`src/rtl/brl_pkg.sv`:
```
package brl_pkg;

    localparam int MAX_POINTS = 64;
    localparam int AW = $clog2(MAX_POINTS);
    localparam int CW = AW + 1;
    localparam int TW = 20;
    localparam int PW = 26;
    localparam int RW = 25;
    localparam int NUM_W = TW + PW + 2;
    localparam int DCW = $clog2(NUM_W + 1);
    localparam int POS_MAX = 2 ** (PW - 1) - 1;
    localparam int POS_MIN = -(2 ** (PW - 1));

    localparam logic [TW-1:0] STEP_MS = TW'(50);
    localparam logic [RW-1:0] CAP_RESET = RW'(256000);
    localparam logic [RW-1:0] OPEN_RESET = RW'(384000);

    localparam logic CFG_UPPER_CAP = 1'b0;
    localparam logic CFG_OPEN_UPPER = 1'b1;

    typedef enum logic [1:0] {
        K_LOAD,
        K_RANGE,
        K_UNBLOCKED,
        K_SLOPE
    } t_kind;

    typedef enum logic [3:0] {
        S_IDLE,
        S_NEXT,
        S_SRCH,
        S_CMP,
        S_GETR,
        S_GETL,
        S_MUL,
        S_DSTART,
        S_DIV,
        S_FIN,
        S_DONE
    } t_state;

    typedef struct packed {
        logic [TW-1:0]        time_ms;
        logic signed [PW-1:0] lower;
        logic signed [PW-1:0] upper;
    } t_point;

    function automatic logic signed [PW-1:0] sat_pos(input logic signed [31:0] v);
        logic signed [PW-1:0] r;
        if (v > POS_MAX) begin
            r = PW'(POS_MAX);
        end else if (v < POS_MIN) begin
            r = PW'(POS_MIN);
        end else begin
            r = v[PW-1:0];
        end
        return r;
    endfunction

    // scale a position difference by 10 or 20 and clip
    function automatic logic signed [PW-1:0] slope(input logic signed [PW-1:0] a,
                                                   input logic signed [PW-1:0] b,
                                                   input logic dbl);
        logic signed [31:0] d;
        logic signed [31:0] m;
        d = 32'(a) - 32'(b);
        m = (d <<< 3) + (d <<< 1);
        if (dbl) begin
            m = m <<< 1;
        end
        return sat_pos(m);
    endfunction

endpackage

```
`src/rtl/brl_div.sv`:
```
module brl_div (
    input  logic                       i_clk,
    input  logic                       i_rst_n,
    input  logic                       i_start,
    input  logic [brl_pkg::NUM_W-1:0]  i_num,
    input  logic [brl_pkg::TW-1:0]     i_den,
    output logic                       o_done,
    output logic [brl_pkg::NUM_W-1:0]  o_quot
);

    logic [brl_pkg::TW:0]      r_rem;
    logic [brl_pkg::NUM_W-1:0] r_quo;
    logic [brl_pkg::TW-1:0]    r_den;
    logic [brl_pkg::DCW-1:0]   r_cnt;
    logic                      r_busy;
    logic                      r_done;
    logic [brl_pkg::TW:0]      rem_sh;
    logic                      fit;

    always_comb begin
        rem_sh = {r_rem[brl_pkg::TW-1:0], r_quo[brl_pkg::NUM_W-1]};
        fit = rem_sh >= {1'b0, r_den};
    end

    always_ff @(posedge i_clk) begin
        if (!i_rst_n) begin
            r_busy <= 1'b0;
            r_done <= 1'b0;
            r_cnt  <= '0;
        end else begin
            r_done <= 1'b0;
            if (i_start) begin
                r_busy <= 1'b1;
                r_cnt  <= brl_pkg::DCW'(brl_pkg::NUM_W);
            end else if (r_busy) begin
                r_cnt <= r_cnt - 1'b1;
                if (r_cnt == brl_pkg::DCW'(1)) begin
                    r_busy <= 1'b0;
                    r_done <= 1'b1;
                end
            end
        end
    end

    // restoring division, one quotient bit a cycle
    always_ff @(posedge i_clk) begin
        if (i_start) begin
            r_rem <= '0;
            r_quo <= i_num;
            r_den <= i_den;
        end else if (r_busy) begin
            r_rem <= fit ? rem_sh - {1'b0, r_den} : rem_sh;
            r_quo <= {r_quo[brl_pkg::NUM_W-2:0], fit};
        end
    end

    assign o_done = r_done;
    assign o_quot = r_quo;

endmodule

```
`config.mk`:
```
export PLATFORM = sky130hd
export DESIGN_NAME = brl_div
export DESIGN_NICKNAME = d
export VERILOG_FILES = /design/src/rtl/brl_pkg.sv /design/src/rtl/brl_div.sv
export SDC_FILE = /design/constraint.sdc
export NUM_CORES = 1
export LEC_CHECK = 0
export ABC_AREA = 0
export BUFFER_PORTS_ARGS = -buffer_cell sky130_fd_sc_hd__buf_4
export CORE_MARGIN = 2
export CORE_UTILIZATION = 59
export DETAILED_ROUTE_END_ITERATION = 8
export PLACE_DENSITY = 0.91
export SKIP_LAST_GASP = 1
export SLEW_MARGIN = 20
export SYNTH_ARGS = -nofsm -noshare
export SYNTH_HDL_FRONTEND = slang
export SYNTH_SLANG_ARGS = --single-unit
```
`constraint.sdc`:
```
create_clock -name i_clk -period 4.4 [get_ports i_clk]
set_input_delay 0.88 -clock i_clk [delete_from_list [all_inputs] [get_ports i_clk]]
set_output_delay 0.88 -clock i_clk [all_outputs]
set_load 0.02 [all_outputs]
```
==> out/metrics.yaml <==
outcome: "finished clean"
drc: 0
critPathSlowestCell: "o21ai_2"
cts_resized: 0
r2r-end: "r_rem[6]"
setup_slack_ns: 1.39
rsz0062_at_grt: "no"
cp.arrival_ns: 3.27
clk_pin_slew_ns: 0.10
synthDistinctLibCells: 65
worstHoldEndpoint: "r_rem[8]"
firstDrtPassIters: 7
power.density_mw_per_mm2: 334
yosys_most_used_dff: "edfxtp_1"
drt_iter0_drc: 453
fin_area_sq_mm: 0.00649
whs_ns: 0.531
grt_pass1_vias: 4403
cts.path.max_buffers: 2
synthAdderAreaFrac_pct: 5.53
viasPerCell: 6.34
hp-class: "reg -> reg"
num-fill-cells: 544
seq_area_sq_mm: 0.00260
syn-instance-count: 490
track_usage_pct: 27.6
setup_viol: 0
final_hold_viol_count: 0
async_reset_ff_share_pct: 0
slowest_delay_ns: 0.68
grt_max_degree: 62
fin_nets: 694
max_freq_mhz: 332
pin_count: 120
die_area_sq_mm: 0.00982
p_leak_nw: 2.67
startpoint_type: "flip-flop"
syn_avg_cell_area_sq_um: 10.9
slew_viol_final: 0
timing.rr.start: "r_den[1]"
overflow: 0
fin_setup_tns_ns: 0
antenna_found_initial: 0
rows: 34
grt_pass1_wl_microns: 21600
relSlewSlack_pct: 35.0
fin_crit_ns: 3.01
ys_seq_area_share_pct: 48.8
dr_total_vias: 4522
worst_slew_pin_slew_ns: 0.974
crit_cells: 8
synth_compound_area_share_pct: 15.9
portBuffers: 119
hold_depth: 2
drv_cap: 0
finalWeightedCongestion: 0.968
critical_path_required_ns: 4.66
area_growth_pct: 21.5
critPathMaxFanout: 19
synth_nets: 584
initial_core_util_pct: 60.9
criticalPathCategory: "reg -> reg"
wl_per_cell_microns: 19.1
ff2ff_path_depth: 8
htree_levels: 3
fp.dieW_microns: 99.1
ys_seq_elements: 96
diodes: 0
dpl-instance-area_sq_mm: 0.00629
tritoncts: "done"
hold_buffers: 0
die_h_microns: 99.1
cp_num_buf_inv: 1
dpl_worst_slack_ns: 1.53
cts-root-buf: "clkbuf_8"
yosysWarnings: 0
startpoint: "r_den[1]"
path_delay_family: "compound AO/OA/AOI/OAI gates"
ant_nets: 0
cp_cell_sequence: "inv_1 -> ha_1 -> nor2b_1 -> o21ai_1 -> a31oi_4 -> o21ai_2 -> a21oi_1 -> a2111oi_2"
clock_sinks: 96
yosys.area_share.simple_pct: 13.6
synth_edf_count: 68
yosys.area_share.xor_xnor_pct: 1.80
synth_top_family_by_area: "compound AO/OA/AOI/OAI gates"
numCtsBuffers: 9
syn_area_sq_mm: 0.00534
worstHoldStart: "r_rem[8]"
worst_setup_path_end_kind: "flip-flop"
period_share_pct: 68.4
multiInputGateArea_sq_mm: 0.00252
clock_latency_ns: 0.36
post_cts_buffers: 0
fin_skew_ns: 0.00957
routed_wl_microns: 13600
drive_gt1_share_pct: 33.1
hpwlAfterDp_microns: 9990
post_synth_mux_area_share_pct: 10.3
core_sq_mm: 0.00876
ir_worst_vdd_mv: 0.246
r2r_slack_ns: 1.39
==> tightest hold or removal path: stages (launching register included) <==
cell and delay (ns):
dfxtp_1 0.34, nor2_1 0.09, a311oi_1 0.05
==> stage by stage <==
step / std cells / util (%) / total power, mW
2_1_floorplan: 490 / - / 1.40
3_3_place_gp: 697 / 71.7 / 1.56
3_5_place_dp: 697 / 71.7 / 1.59
4_1_cts: 713 / 74.0 / 2.16
5_1_grt: 713 / 74.0 / 2.25
6_report: 713 / 74.0 / 2.17
==> report_power, final <==
part / switching, mW / internal (mW) / total, mW
Sequential: 0.0433 / 1.05 / 1.10
Combinational: 0.260 / 0.216 / 0.477
Clock: 0.321 / 0.270 / 0.590
Total: 0.624 / 1.54 / 2.17
==> layout make-up <==
class | instances | share of cell area (%)
flip-flops and latches | 96 | 40.1
multi-input cells | 340 | 38.9
repair buffers | 122 | 14.1
well taps | 108 | 2.08
clock buffers | 11 | 2.03
inverters | 31 | 1.79
clock inverters | 5 | 1.00
==> kinds of logic (layout without fill, tap and decap cells) <==
group / after synthesis / count (layout)
compound gates: 117 / 117
fa+ha+maj: 23 / 23
buf+inv: 54 / 169
simple gates: 140 / 140
xor+xnor: 11 / 11
mux: 49 / 49
flops: 96 / 96
==> flip-flops by register name (all words and copies together) (netlist names) <==
signal and flops:
r_rem 20, o_done 1, o_quot 48, r_cnt 6
r_busy 1, r_den 20
==> cell usage after synthesis, types with 9 or more instances <==
library cell	instances	share of area (%)
o21ai_0	18	1.7
nor2_1	30	2.1
o211ai_1	9	1.3
dfxtp_1	28	11
nand2_1	31	2.2
a21oi_1	26	2.4
nand3_1	13	1.2
mux2_2	47	9.9
inv_1	31	2.2
edfxtp_1	68	38
clkbuf_1	15	1.1
a21o_1	9	1.3
nand4_1	11	1.3
nor3_1	13	1.2
ha_1	22	5.2
==> placed cells by master, fill, tap and decap left out, types with 11 or more instances in the layout <==
cell type	instances
buf_4	122
edfxtp_1	68
mux2_2	47
nand2_1	31
inv_1	30
nor2_1	29
dfxtp_1	28
a21oi_1	26
ha_1	22
o21ai_0	18
nand3_1	13
nor3_1	13
nand4_1	11
==> layer usage <==
layer	GRT usage, %	share of wire (%)	vias to the layer above
met3	8.50	11	45
met5	0	0	-
met1	34.3	39	2114
li1	-	-	2072
met2	46.5	48	291
met4	8.22	2.2	0
==> worst max-delay path by stage <==
stage | end | slack [ns]
finish | r_rem[6] | 1.39
detailed placement | r_rem[10] | 1.53
floorplan | o_quot[0] | 1.62
CTS | r_rem[6] | 1.45
global route | r_rem[10] | 1.22
global placement | r_rem[6] | 1.66
Power figures use the tool's default switching activity.
